===== src/rtl/bctg_pkg.sv =====
// shared constants and types for the beep cadence tone generator
// no dependencies; used by bctg_div and beep_cadence_tone_generator
package bctg_pkg;

	localparam int CLOCK_HZ       = 16000000;
	localparam int VOLUME_DIVISOR = 2;

	// dividend width covers the clock constant, divisor width covers a 16-bit field
	localparam int DIV_W = $clog2(CLOCK_HZ + 1);
	localparam int DEN_W = 16;
	localparam int CNT_W = $clog2(DIV_W + 1);

	localparam logic [1:0] CMD_TICK  = 2'd0;
	localparam logic [1:0] CMD_SET   = 2'd1;
	localparam logic [1:0] CMD_START = 2'd2;
	localparam logic [1:0] CMD_STOP  = 2'd3;

	typedef struct packed {
		logic             start;
		logic [DIV_W-1:0] dividend;
		logic [DEN_W-1:0] divisor;
	} div_req_t;

	typedef struct packed {
		logic             done;
		logic [DIV_W-1:0] quotient;
	} div_rsp_t;

endpackage


===== src/rtl/bctg_div.sv =====
// radix-2 restoring divider, one quotient bit per cycle
// depends on bctg_pkg
module bctg_div (
	input  logic              clk,
	input  logic              arst_n,
	input  bctg_pkg::div_req_t req,
	output bctg_pkg::div_rsp_t rsp
);

	logic                       busy_q;
	logic                       done_q;
	logic [bctg_pkg::CNT_W-1:0] cnt_q;
	logic [bctg_pkg::DEN_W-1:0] rem_q;
	logic [bctg_pkg::DIV_W-1:0] quo_q;
	logic [bctg_pkg::DEN_W-1:0] den_q;
	logic [bctg_pkg::DEN_W:0]   trial;
	logic                       fits;

	// shift in the next dividend bit and try the subtraction
	assign trial = {rem_q, quo_q[bctg_pkg::DIV_W-1]};
	assign fits  = trial >= {1'b0, den_q};

	always_ff @(posedge clk or negedge arst_n) begin
		if (!arst_n) begin
			busy_q <= 1'b0;
			done_q <= 1'b0;
			cnt_q  <= '0;
		end else begin
			done_q <= 1'b0;
			if (req.start) begin
				busy_q <= 1'b1;
				cnt_q  <= bctg_pkg::CNT_W'(bctg_pkg::DIV_W);
			end else if (busy_q) begin
				cnt_q <= cnt_q - 1'b1;
				if (cnt_q == bctg_pkg::CNT_W'(1)) begin
					busy_q <= 1'b0;
					done_q <= 1'b1;
				end
			end
		end
	end

	always_ff @(posedge clk) begin
		if (req.start) begin
			rem_q <= '0;
			quo_q <= req.dividend;
			den_q <= req.divisor;
		end else if (busy_q) begin
			rem_q <= fits ? bctg_pkg::DEN_W'(trial - {1'b0, den_q})
			              : trial[bctg_pkg::DEN_W-1:0];
			quo_q <= {quo_q[bctg_pkg::DIV_W-2:0], fits};
		end
	end

	assign rsp.done     = done_q;
	assign rsp.quotient = quo_q;

	assert property (@(posedge clk) disable iff (!arst_n) req.start |=> busy_q && !done_q)
		else $error("divider did not start");
	assert property (@(posedge clk) disable iff (!arst_n) done_q |-> !busy_q)
		else $error("divider done while busy");
	assert property (@(posedge clk) disable iff (!arst_n)
		(busy_q && cnt_q == bctg_pkg::CNT_W'(1) && !req.start) |=> done_q)
		else $error("divider missed its done pulse");

endmodule


===== src/rtl/beep_cadence_tone_generator.sv =====
// top level of the beep cadence tone generator: command decode, cadence state, output register
// depends on bctg_pkg and bctg_div
//
// Each request on the slave stream is one command (tick, set, start or stop) and produces
// exactly one result on the master stream: tone on/off, timer top, duty compare and the
// running flag, all taken after the command has been applied. Commands that leave the tone
// period alone go straight to the done state and load the result register there once the
// output register is free. Commands that recompute the period (a tick that ends a mute phase,
// or a set while a beep phase is counting) run the shared one-bit-per-cycle divider once for
// CLOCK_HZ / frequency, DIV_W steps (DIV_W = bits of CLOCK_HZ, 24 at 16 MHz); the duty compare
// is the saturated top divided by the power-of-two VOLUME_DIVISOR, a plain shift. The quotient
// loads the timer top and duty compare, then the result register loads from the done state.
// The slave side is not ready while a command is in work; a finished result waits in the
// output register without holding up the next request, but a second finished result waits
// for that register to empty.
module beep_cadence_tone_generator (
	input  logic        clk,
	input  logic        arst_n,
	// command request
	input  logic        s_tvalid,
	output logic        s_tready,
	input  logic [47:0] s_tdata,  // frequency[15:0], beep_length[31:16], mute_length[47:32]
	input  logic [1:0]  s_tuser,  // cmd[1:0]
	// result
	output logic        m_tvalid,
	input  logic        m_tready,
	output logic [39:0] m_tdata   // tone_on[0], period_top[16:1], duty_compare[32:17],
	                              // is_running[33], zero fill[39:34]
);

	// sequencer codes
	localparam logic [1:0] ST_IDLE = 2'd0;
	localparam logic [1:0] ST_DIV  = 2'd1;  // clock / frequency
	localparam logic [1:0] ST_DONE = 2'd3;  // hand result to output register

	logic [1:0]  state_q;

	// cadence state
	logic        running_q;
	logic [15:0] beep_count_q;
	logic [15:0] mute_count_q;
	logic [15:0] beep_reload_q;
	logic [15:0] mute_reload_q;
	logic [15:0] tone_freq_q;
	logic        output_on_q;
	logic [15:0] top_value_q;
	logic [15:0] compare_value_q;

	// output register
	logic        m_tvalid_q;
	logic [39:0] m_tdata_q;

	// request fields
	logic [1:0]  cmd;
	logic [15:0] frequency;
	logic [15:0] beep_length;
	logic [15:0] mute_length;
	logic        accept;
	logic        need_period;
	logic        out_load;

	bctg_pkg::div_req_t div_req;
	bctg_pkg::div_rsp_t div_rsp;

	logic [bctg_pkg::DIV_W-1:0] half_quo;
	logic [15:0]                top_next;

	assign cmd         = s_tuser;
	assign frequency   = s_tdata[15:0];
	assign beep_length = s_tdata[31:16];
	assign mute_length = s_tdata[47:32];

	assign s_tready = (state_q == ST_IDLE);
	assign accept   = s_tvalid && s_tready;

	// period recompute: tick closing the mute phase, or set during a beep phase
	always_comb begin
		need_period = 1'b0;
		case (cmd)
			bctg_pkg::CMD_TICK:
				need_period = running_q && (beep_count_q == '0) && (mute_count_q == 16'd1);
			bctg_pkg::CMD_SET:
				need_period = (beep_count_q != '0);
			default:
				need_period = 1'b0;
		endcase
	end

	// divide by two, subtract one, saturate to 16 bits, never wrap below zero
	assign half_quo = div_rsp.quotient >> 1;
	always_comb begin
		if (half_quo == '0) begin
			top_next = '0;
		end else if (half_quo > bctg_pkg::DIV_W'(65536)) begin
			top_next = 16'hFFFF;
		end else begin
			top_next = 16'(half_quo - 1'b1);
		end
	end

	// the pass takes the new frequency on a set, the stored one on a tick
	always_comb begin
		div_req.start    = accept && need_period;
		div_req.dividend = bctg_pkg::DIV_W'(bctg_pkg::CLOCK_HZ);
		div_req.divisor  = (cmd == bctg_pkg::CMD_SET) ? frequency : tone_freq_q;
	end

	bctg_div u_div (
		.clk    (clk),
		.arst_n (arst_n),
		.req    (div_req),
		.rsp    (div_rsp)
	);

	assign out_load = (state_q == ST_DONE) && (!m_tvalid_q || m_tready);

	// sequencer
	always_ff @(posedge clk or negedge arst_n) begin
		if (!arst_n) begin
			state_q <= ST_IDLE;
		end else begin
			unique case (state_q)
				ST_IDLE: begin
					if (accept) begin
						state_q <= need_period ? ST_DIV : ST_DONE;
					end
				end
				ST_DIV: begin
					if (div_rsp.done) begin
						state_q <= ST_DONE;
					end
				end
				ST_DONE: begin
					if (out_load) begin
						state_q <= ST_IDLE;
					end
				end
				default: state_q <= ST_IDLE;
			endcase
		end
	end

	// cadence counters and settings, applied when the request is taken
	always_ff @(posedge clk or negedge arst_n) begin
		if (!arst_n) begin
			running_q       <= 1'b0;
			beep_count_q    <= '0;
			mute_count_q    <= '0;
			beep_reload_q   <= '0;
			mute_reload_q   <= '0;
			tone_freq_q     <= '0;
			output_on_q     <= 1'b0;
			top_value_q     <= '0;
			compare_value_q <= '0;
		end else begin
			if (accept) begin
				case (cmd)
					bctg_pkg::CMD_TICK: begin
						if (running_q) begin
							if (beep_count_q != '0) begin
								// end of beep phase mutes and loads the mute length
								if (beep_count_q == 16'd1) begin
									output_on_q  <= 1'b0;
									mute_count_q <= mute_reload_q;
								end
								beep_count_q <= beep_count_q - 1'b1;
							end else if (mute_count_q != '0) begin
								// end of mute phase unmutes and reloads the beep length
								if (mute_count_q == 16'd1) begin
									output_on_q  <= 1'b1;
									beep_count_q <= beep_reload_q;
								end
								mute_count_q <= mute_count_q - 1'b1;
							end else begin
								beep_count_q <= beep_reload_q;
							end
						end
					end
					bctg_pkg::CMD_SET: begin
						tone_freq_q   <= frequency;
						beep_reload_q <= beep_length;
						mute_reload_q <= mute_length;
						// clamp running counters to the new lengths
						if (beep_count_q > beep_length) begin
							beep_count_q <= beep_length;
						end
						if (mute_count_q > mute_length) begin
							mute_count_q <= mute_length;
						end
					end
					bctg_pkg::CMD_START: begin
						if (!running_q) begin
							beep_count_q <= '0;
							mute_count_q <= 16'd1;
							running_q    <= 1'b1;
						end
					end
					default: begin
						// stop
						if (running_q) begin
							output_on_q <= 1'b0;
						end
						running_q <= 1'b0;
					end
				endcase
			end
			// duty compare is the top over a power-of-two divisor
			if (state_q == ST_DIV && div_rsp.done) begin
				top_value_q     <= top_next;
				compare_value_q <= 16'(top_next / bctg_pkg::VOLUME_DIVISOR);
			end
		end
	end

	// output register valid
	always_ff @(posedge clk or negedge arst_n) begin
		if (!arst_n) begin
			m_tvalid_q <= 1'b0;
		end else if (out_load) begin
			m_tvalid_q <= 1'b1;
		end else if (m_tready) begin
			m_tvalid_q <= 1'b0;
		end
	end

	always_ff @(posedge clk) begin
		if (out_load) begin
			m_tdata_q <= {6'd0, running_q, compare_value_q, top_value_q, output_on_q};
		end
	end

	assign m_tvalid = m_tvalid_q;
	assign m_tdata  = m_tdata_q;

	// a taken request always leaves idle
	assert property (@(posedge clk) disable iff (!arst_n) accept |=> state_q != ST_IDLE)
		else $error("request taken but sequencer stayed idle");
	// divider results only show up while the division pass is pending
	assert property (@(posedge clk) disable iff (!arst_n)
		div_rsp.done |-> (state_q == ST_DIV))
		else $error("divider result with no pass pending");
	// a pending result is never overwritten by the next one
	assert property (@(posedge clk) disable iff (!arst_n)
		(m_tvalid_q && !m_tready) |-> !out_load)
		else $error("output register overwritten");

endmodule


===== config.mk =====
export PLATFORM = sky130hd
export DESIGN_NAME = beep_cadence_tone_generator
export DESIGN_NICKNAME = d
export VERILOG_FILES = /design/src/rtl/bctg_pkg.sv /design/src/rtl/bctg_div.sv /design/src/rtl/beep_cadence_tone_generator.sv
export SDC_FILE = /design/constraint.sdc
export NUM_CORES = 1
export LEC_CHECK = 0
export ABC_CLOCK_PERIOD_IN_PS = 3900
export BUFFER_PORTS_ARGS = -buffer_cell sky130_fd_sc_hd__buf_4
export CAP_MARGIN = 20
export CORE_MARGIN = 2
export CORE_UTILIZATION = 45
export CTS_CLUSTER_DIAMETER = 120
export DETAILED_ROUTE_END_ITERATION = 16
export GPL_TIMING_DRIVEN = 0
export PLACE_DENSITY = 0.68
export SETUP_SLACK_MARGIN = 0.05
export SLEW_MARGIN = 10
export SYNTH_ARGS = -nofsm -noshare
export SYNTH_HDL_FRONTEND = slang
export SYNTH_HIERARCHICAL = 1
export SYNTH_SLANG_ARGS = --single-unit

===== constraint.sdc =====
create_clock -name clk -period 3.9 [get_ports clk]
set_input_delay 0.195 -clock clk [delete_from_list [all_inputs] [get_ports clk]]
set_output_delay 0.195 -clock clk [all_outputs]
set_load 0.01 [all_outputs]

# Word-level counts from Yosys, hierarchy flattened
# Cells that the tools add are included.
# classes
addsub	5
multipliers	0
div_mod_pow	0
magnitude_cmp	4
n_eq_ne	18
shift	0
muxes	42
bitwise_logic	2
n_reduce_logical	25
# ops
cell	n
$mux 16	16
$pmux 16 s3	2
$sub 16x1->16 const B	3
$eq 16x1->1 const B	2
$gt 16x16->1	2
$reduce_bool 16->1	2
$logic_not 24->1	1
$gt 23x17->1 const B	1
$ge 17x16->1	1
$logic_not 16->1	1
$sub 16x16->16	1
$mux 1	14
$reduce_and 6->1	2
$mux 5	2
$ne 3x3->1 const B	3
$mux 2	4
$ne 2x1->1 const B	4
$reduce_and 7->1	1
$logic_and 1x1->1	6
$ne 2x2->1 const B	3
$pmux 1 s2	3
$pmux 2 s3	1
$eq 5x1->1 const B	1
$sub 5x1->5 const B	1
12 further kinds	19
# word_totals
regBits	212
latchBits	0
ramBits	0
mem_bits_ro	0
inputBits	54
out_inout_bits	42
wordCells	114
mem_count	0

# Longest topological paths before layout
# Gate-level depths: netlist (run 1).
# depth
depth_word	7
mapped_depth	13
ltp_nobuf	11

# By module
# The synthesis (run 1) kept the hierarchy.
# modules_own_cells
module	n_inst	cells_per_inst	area_each_um2	seq_area_each_um2
beep_cadence_tone_generator	1	753	7397.1	3067.9
bctg_div	1	297	3388.2	1696.6

# Worst setup path before layout (run 1)
# No wires, ideal clock.
# synth_path
kind	register to register
start	register beep_count_q[0]
end	register u_div/rem_q[12] (netlist bit)
setup_time_ns	0.116
arrival_time_ns	3.938
t_required_ns	3.784
slack_ns	-0.153
path_stages_with_launch	14
path_buffers	2
synth_period_minus_slack_ns	4.053
path_cell_list	dfrtp_1 -> inv_1 -> ha_1 -> nor3b_2 -> nand4_1 -> clkbuf_1 -> nor3_1 -> a21oi_1 -> nor2_1 -> clkbuf_1 -> nor2_1 -> inv_1 -> o22ai_1 -> a31o_1
# synth_lines
item	line_no	source
from (decl)	beep_cadence_tone_generator.sv:40	logic [15:0] beep_count_q;
from (signal assigned)	beep_cadence_tone_generator.sv:166	beep_count_q <= beep_count_q - 1'b1;
from (signal assigned)	beep_cadence_tone_generator.sv:171	beep_count_q <= beep_reload_q;
from (signal assigned)	beep_cadence_tone_generator.sv:175	beep_count_q <= beep_reload_q;
to (signal assigned)	bctg_div.sv:49	rem_q <= fits ? bctg_pkg::DEN_W'(trial - {1'b0, den_q})
to (decl)	bctg_div.sv:13	logic [bctg_pkg::DEN_W-1:0] rem_q;

==> impl_metrics.ini, run 1 <==
[pwr]
power.density_nw_per_um2 = 677
power_switching_mw = 3.34
power_frac_clock_pct = 21.0
power.internal_mw = 5.34
seq_power_share_pct = 39.2
peakVddDrop_v = 0.000308
p_leak_nw = 5.86
combPwrFrac_pct = 39.8
swShare_pct = 38.5

[hold_path]
holdPathStages = 2
hold_class = in -> reg
min_to = beep_reload_q[8]$_DFFE_PN0P_
worstHoldStart = s_tdata[24]

[setup_path]
crit_type = reg -> reg
r2r_cells = 13
cp.required_ns = 4.23
start_kind = flip-flop
cp_max_fo = 17
cp.arrival_ns = 3.97
r2r_setup_slack_ns = 0.26
endpoint_kind = flip-flop
reg2reg_from = beep_count_q[0]$_DFFE_PN0P_
r2r_end = u_div/rem_q[14]$_SDFFE_PP0P_

[route]
drtIter0Drc = 445
route.detailed.drc = 0
num_vias = 8204
drt-pass1-iter-count = 5
drt_wl_total_um = 24400
vias_per_cell = 5.34
antenna_left = 0
routedWlPerCell_um = 15.9

[synthesis]
ys_top_cells_by_area = dfrtp_1, edfxtp_1, mux2_2
async_reset_ff_share_pct = 59.3
yosys-top-cells-count = nand2_1, dfrtp_1, mux2_2
synth_top_area_share_pct = 25.1
ys_seq_area_share_pct = 44.2
synthDistinctLibCells = 86
synthFlopType = dfrtp_1
yosys.area.top_type = dfrtp_1
yosysMostFrequentCell = nand2_1
synth_edf_count = 58
synth.avg_cell_area_um2 = 10.3
syn_area_um2 = 10800
synth-seq-cells = 182
synth_warnings = 6
synth_cells = 1050

[placed_design]
port_buffers = 88
place.gp.congestion = 0.868
place_area_um2 = 12000
dp_cells = 1488
hpwl_um = 17600

[layout]
final_nets = 1320
drive_gt1_share_pct = 23.1
syn_to_final_growth_pct = 18.8
final_cell_area_um2 = 12800
finalNonFillerCells = 1536
antenna_cells = 0

[sta]
finalSetupTns_ns = 0
worstMarginPinSlew_ns = 1.10
relSlewSlack_pct = 25.8
setup_viol_count_final = 0
fin_crit_ns = 3.64
rsz0062_at_grt = true
skew_ns = 0.0148
finalHoldViolations = 0
slew_violations = 0
post-route-period-util_pct = 93.4
max_freq_mhz = 275

[clocking]
numCtsBuffers = 17
cts_root_buf = clkbuf_16
clk_path_buf_depth = 2
cts_sinks = 182
cts_tree = done
worstSkewPairLatency_ns = 0.44
clk_pin_slew_ns = 0.08
htree_levels = 4

[grt]
grt-ovfl-total = 0
gr-usage-all-layers_pct = 19.9
antenna_found_initial = 0
grt_pass1_vias = 7986
grt_max_degree = 56
grt_first_pass_wirelength_um = 40800

[flow_run]
drv_cap = 0

[floorplan]
coreArea_um2 = 23500
row_count = 56
dieArea_um2 = 25200
die_h_um = 159
ios = 96
start_util_pct = 45.9
die-width_um = 159

[run_status]
status = finished clean
-- flip-flops by register name (all words and copies together), names as in the netlist --
name / count
m_tdata: 18
u_div/cnt_q: 5
running_q: 1
u_div/busy_q: 1
beep_count_q: 16
state_q: 2
u_div/done_q: 1
top_value_q: 16
u_div/quo_q: 24
mute_count_q: 16
u_div/rem_q: 16
m_tvalid: 1
mute_reload_q: 16
beep_reload_q: 16
output_on_q: 1
tone_freq_q: 16
u_div/den_q: 16
-- layout by cell type, fill, tap and decap left out, types with 7 or more instances in the layout --
cell	netlist	final
o211ai_1	7	7
dfrtp_1	108	108
dfxtp_1	16	16
dlygate4sd3_1	0	11
a211oi_1	12	12
ha_1	61	61
mux2i_1	14	14
nand3_1	17	17
o31ai_1	13	13
o21ai_1	7	7
nor4_1	12	12
mux2_1	10	10
nand4_1	8	8
clkbuf_16	0	17
mux2_2	85	85
nand2b_1	11	11
clkbuf_1	29	24
a21o_1	26	26
nor3_1	20	20
conb_1	2	31
inv_1	74	73
nor2_1	61	59
o21ai_0	29	29
a22o_1	9	9
buf_4	24	115
xnor2_1	32	32
xor2_1	13	13
nand2_1	126	126
a21oi_1	54	53
edfxtp_1	58	58
-- through the flow --
stage | hold slack (ns) | power (mW) | setup WS, ns | utilization [%]
after global routing | 0.00686 | 9.34 | 0.00686 | 54.6
after floorplan | -0.101 | 5.93 | 0.114 | -
after global placement | 0.435 | 6.70 | -1.34 | 50.9
final | 0.00707 | 8.68 | 0.257 | 54.6
after detailed placement | 0.202 | 6.81 | -1.37 | 51.1
after CTS | 0.0000566 | 8.70 | 0.177 | 54.5
-- routing by layer --
metal	wire, um	share of wire (%)	vias to the layer above	global-route usage, %
met5	0	0	-	0
met4	344	1.4	0	5.42
met3	1030	4.2	28	2.66
met2	11700	48	207	33.3
met1	11400	46	3973	27.1
li1	-	-	3996	-
-- timing repair --
item	CTS	global route
setup buffers	3	1
pin swaps	2	0
resized for setup	9	4
hold buffers	11	0
hold endpoints to repair	63	0
endpoints found under the setup margin	71	22
cloned	1	0
-- area by class of cell --
type | count | area (um^2)
repair inverters | 1 | 7.51
well taps | 319 | 399
fillers | 2083 | 10700
repair buffers | 105 | 852
clock inverters | 15 | 209
flip-flops and latches | 182 | 4760
inverters | 75 | 285
clock buffers | 17 | 425
multi-input cells | 754 | 5480
plain buffers | 68 | 398
-- how the worst max path moves through the flow --
stage / startpoint / end / slack (ns) / depth (start not counted)
after floorplan: beep_count_q[0]$_DFFE_PN0P_ / u_div/rem_q[12]$_SDFFE_PP0P_ / 0.11 / 13
after global placement: beep_count_q[0]$_DFFE_PN0P_ / u_div/rem_q[12]$_SDFFE_PP0P_ / -1.34 / 13
after detailed placement: beep_count_q[0]$_DFFE_PN0P_ / u_div/rem_q[12]$_SDFFE_PP0P_ / -1.37 / 13
after CTS: beep_count_q[0]$_DFFE_PN0P_ / u_div/rem_q[12]$_SDFFE_PP0P_ / 0.18 / 12
after global routing: beep_count_q[0]$_DFFE_PN0P_ / u_div/rem_q[14]$_SDFFE_PP0P_ / 0.007 / 13
final: beep_count_q[0]$_DFFE_PN0P_ / u_div/rem_q[14]$_SDFFE_PP0P_ / 0.26 / 13
-- power by group through the flow --
stage / sequential (mW) / clock [mW] / combinational, mW
2_1_floorplan: 3.26 / 0 / 2.67
5_1_grt: 3.52 / 1.93 / 3.89
3_5_place_dp: 3.44 / 0 / 3.37
6_report: 3.40 / 1.82 / 3.46
3_3_place_gp: 3.41 / 0 / 3.28
4_1_cts: 3.40 / 1.86 / 3.44
-- kinds of logic after synthesis --
logic type	Yosys count	synth area share, %
simple gates	303	14.0
buf+inv	143	6.24
compound gates	204	13.4
xor+xnor	45	3.65
fa+ha+maj	62	7.26
other cells	2	0.0696
flops	182	44.2
mux	109	11.2
-- critical path: stages, from the launching register on --
cell and delay [ns]:
dfrtp_1 0.43, inv_1 0.12, ha_1 0.26, nor3b_4 0.40, nand4_1 0.23, clkbuf_2 0.32
nor3_1 0.29, a21oi_2 0.12, nor2_4 0.19, buf_4 0.28, nor2b_1 0.07, buf_1 0.26
and3_2 0.30, a221o_1 0.25
Note: power is estimated with default switching activity, not from simulation.
==> inputs of run 2 (changes only) <==
--- a/config.mk
+++ b/config.mk
@@ -9,11 +9,11 @@
 export BUFFER_PORTS_ARGS = -buffer_cell sky130_fd_sc_hd__buf_4
 export CAP_MARGIN = 20
 export CORE_MARGIN = 2
-export CORE_UTILIZATION = 45
+export CORE_UTILIZATION = 30
 export CTS_CLUSTER_DIAMETER = 120
 export DETAILED_ROUTE_END_ITERATION = 16
 export GPL_TIMING_DRIVEN = 0
-export PLACE_DENSITY = 0.68
+export PLACE_DENSITY = 0.47
 export SETUP_SLACK_MARGIN = 0.05
 export SLEW_MARGIN = 10
 export SYNTH_ARGS = -nofsm -noshare
==> impl_metrics.ini, run 2 (synthesized netlist as in run 1, its figures left out) <==
[hold_path]
hold_class = in -> reg
holdPathStages = 3

[clocking]
clk_path_buf_depth = 2
cts_root_buf = clkbuf_16
worstSkewPairLatency_ns = 0.45
cts_sinks = 182
numCtsBuffers = 17
htree_levels = 4
clk_pin_slew_ns = 0.08
cts_tree = done

[layout]
antenna_cells = 0
final_nets = 1351
regMostFlops = u_div/quo_q
syn_to_final_growth_pct = 23.2
final_common_cell = nand2_1
finalNonFillerCells = 1709
drive_gt1_share_pct = 23.4
final_cell_area_um2 = 13300
largest_reg_flops = 24
final_cell_mix = nand2_1, buf_4, dfrtp_1, mux2_2, inv_1

[sta]
relSlewSlack_pct = 46.9
rsz0062_at_grt = false
setup_viol_count_final = 0
fin_ws_ns = 0.265
slew_violations = 0
max_freq_mhz = 275
skew_ns = 0.0164
post-route-period-util_pct = 93.2
fin_crit_ns = 3.64
finalHoldViolations = 0
worstMarginPinSlew_ns = 0.797

[route]
route.detailed.drc = 0
drt-pass1-iter-count = 4
vias_per_cell = 4.77
drt_wl_total_um = 27500
num_vias = 8152
drtIter0Drc = 435
routedWlPerCell_um = 16.1
antenna_left = 0

[placed_design]
place_area_um2 = 12200
dp_cells = 1631
port_buffers = 88
place.gp.congestion = 0.821
hpwl_um = 19800
pre_cts_slack_ns = -1.72

[pwr]
p_leak_nw = 6.00
power.density_nw_per_um2 = 663
fin_total_pwr_mw = 8.82
peakVddDrop_v = 0.000323

[grt]
gr-usage-all-layers_pct = 15.0
grt_pass1_vias = 8107
grt_first_pass_wirelength_um = 44800
grt_max_degree = 71
grt-ovfl-total = 0
antenna_found_initial = 0

[setup_path]
cp.required_ns = 4.03
cp.arrival_ns = 3.77
endpoint_kind = flip-flop
cp_max_fo = 12
cpPeakStageDelay_ns = 0.50
worst-path-buf-inv = 5
slowest_stage = a21oi_2
path_delay_family = buffers and inverters
start_kind = flip-flop
r2r_cells = 11
worstPathCellList = inv_1 -> ha_1 -> nor3b_4 -> nand4_1 -> buf_4 -> clkbuf_1 -> a21oi_2 -> nor2_4 -> clkbuf_2 -> nor2_2 -> clkinvlp_4
r2r_setup_slack_ns = 0.26
crit_type = reg -> reg
path_depth = 11

[run_status]
status = finished clean

[floorplan]
die-width_um = 194
die_h_um = 194
dieArea_um2 = 37500
coreArea_um2 = 35500
start_util_pct = 30.4
row_count = 69
ios = 96

[flow_run]
drv_cap = 0
run 2: where the power goes:
part / leakage, nW / total, mW / internal (mW) / switching (mW)
Combinational: 3.63 / 3.58 / 1.73 / 1.86
Sequential: 2.07 / 3.41 / 2.78 / 0.632
Clock: 0.304 / 1.82 / 0.933 / 0.887
Total: 6.00 / 8.82 / 5.44 / 3.38
run 2: tightest hold or removal path: stages:
cell,delay [ns]
buf_4,0.08
nand2b_1,0.12
nand2_1,0.05
run 2: routing by layer:
layer | global-route usage [%] | wire, um
met4 | 4.10 | 267
met2 | 24.9 | 13100
met3 | 2.53 | 888
met5 | 0 | 0
met1 | 20.3 | 13300
run 2: final timing paths:
path                                              from                             to
max reg2reg                beep_count_q[0]$_DFFE_PN0P_      u_div/quo_q[23]$_DFFE_PP_
min in group asynchronous                       arst_n     tone_freq_q[5]$_DFFE_PN0P_
max in group asynchronous                       arst_n  mute_reload_q[10]$_DFFE_PN0P_
max                        beep_count_q[0]$_DFFE_PN0P_      u_div/quo_q[23]$_DFFE_PP_
min                                           m_tready           m_tvalid$_DFFE_PN0P_
min reg2reg                 top_value_q[5]$_DFFE_PN0P_          m_tdata[21]$_DFFE_PP_
run 2: final cells by class:
class,count,area [um^2]
clock buffer,17,425
fill,3575,22200
clock inverter,15,200
buffer,68,399
inverter,75,285
multi-input combinational,754,5490
sequential,182,4760
tap,461,577
timing repair buffer,136,1140
timing repair inverter,1,7.51
run 2: per-stage QoR:
step | utilization (%) | hold WS (ns) | setup TNS [ns]
6_report | 37.5 | 0.0374 | 0
5_1_grt | 37.5 | 0.0335 | 0
4_1_cts | 37.3 | 0.0155 | 0
3_5_place_dp | 34.3 | 0.138 | -99.72
3_3_place_gp | 34.2 | 0.436 | -99.05
2_1_floorplan | - | -0.101 | 0
run 2: repair_timing:
action / CTS / global route
gates resized for setup: 10 / 4
gates cloned: 1 / 0
setup endpoints to repair: 87 / 48
pin swaps: 2 / 2
buffers inserted: 5 / 7
hold buffers: 33 / 0
endpoints found under the hold margin: 70 / 0
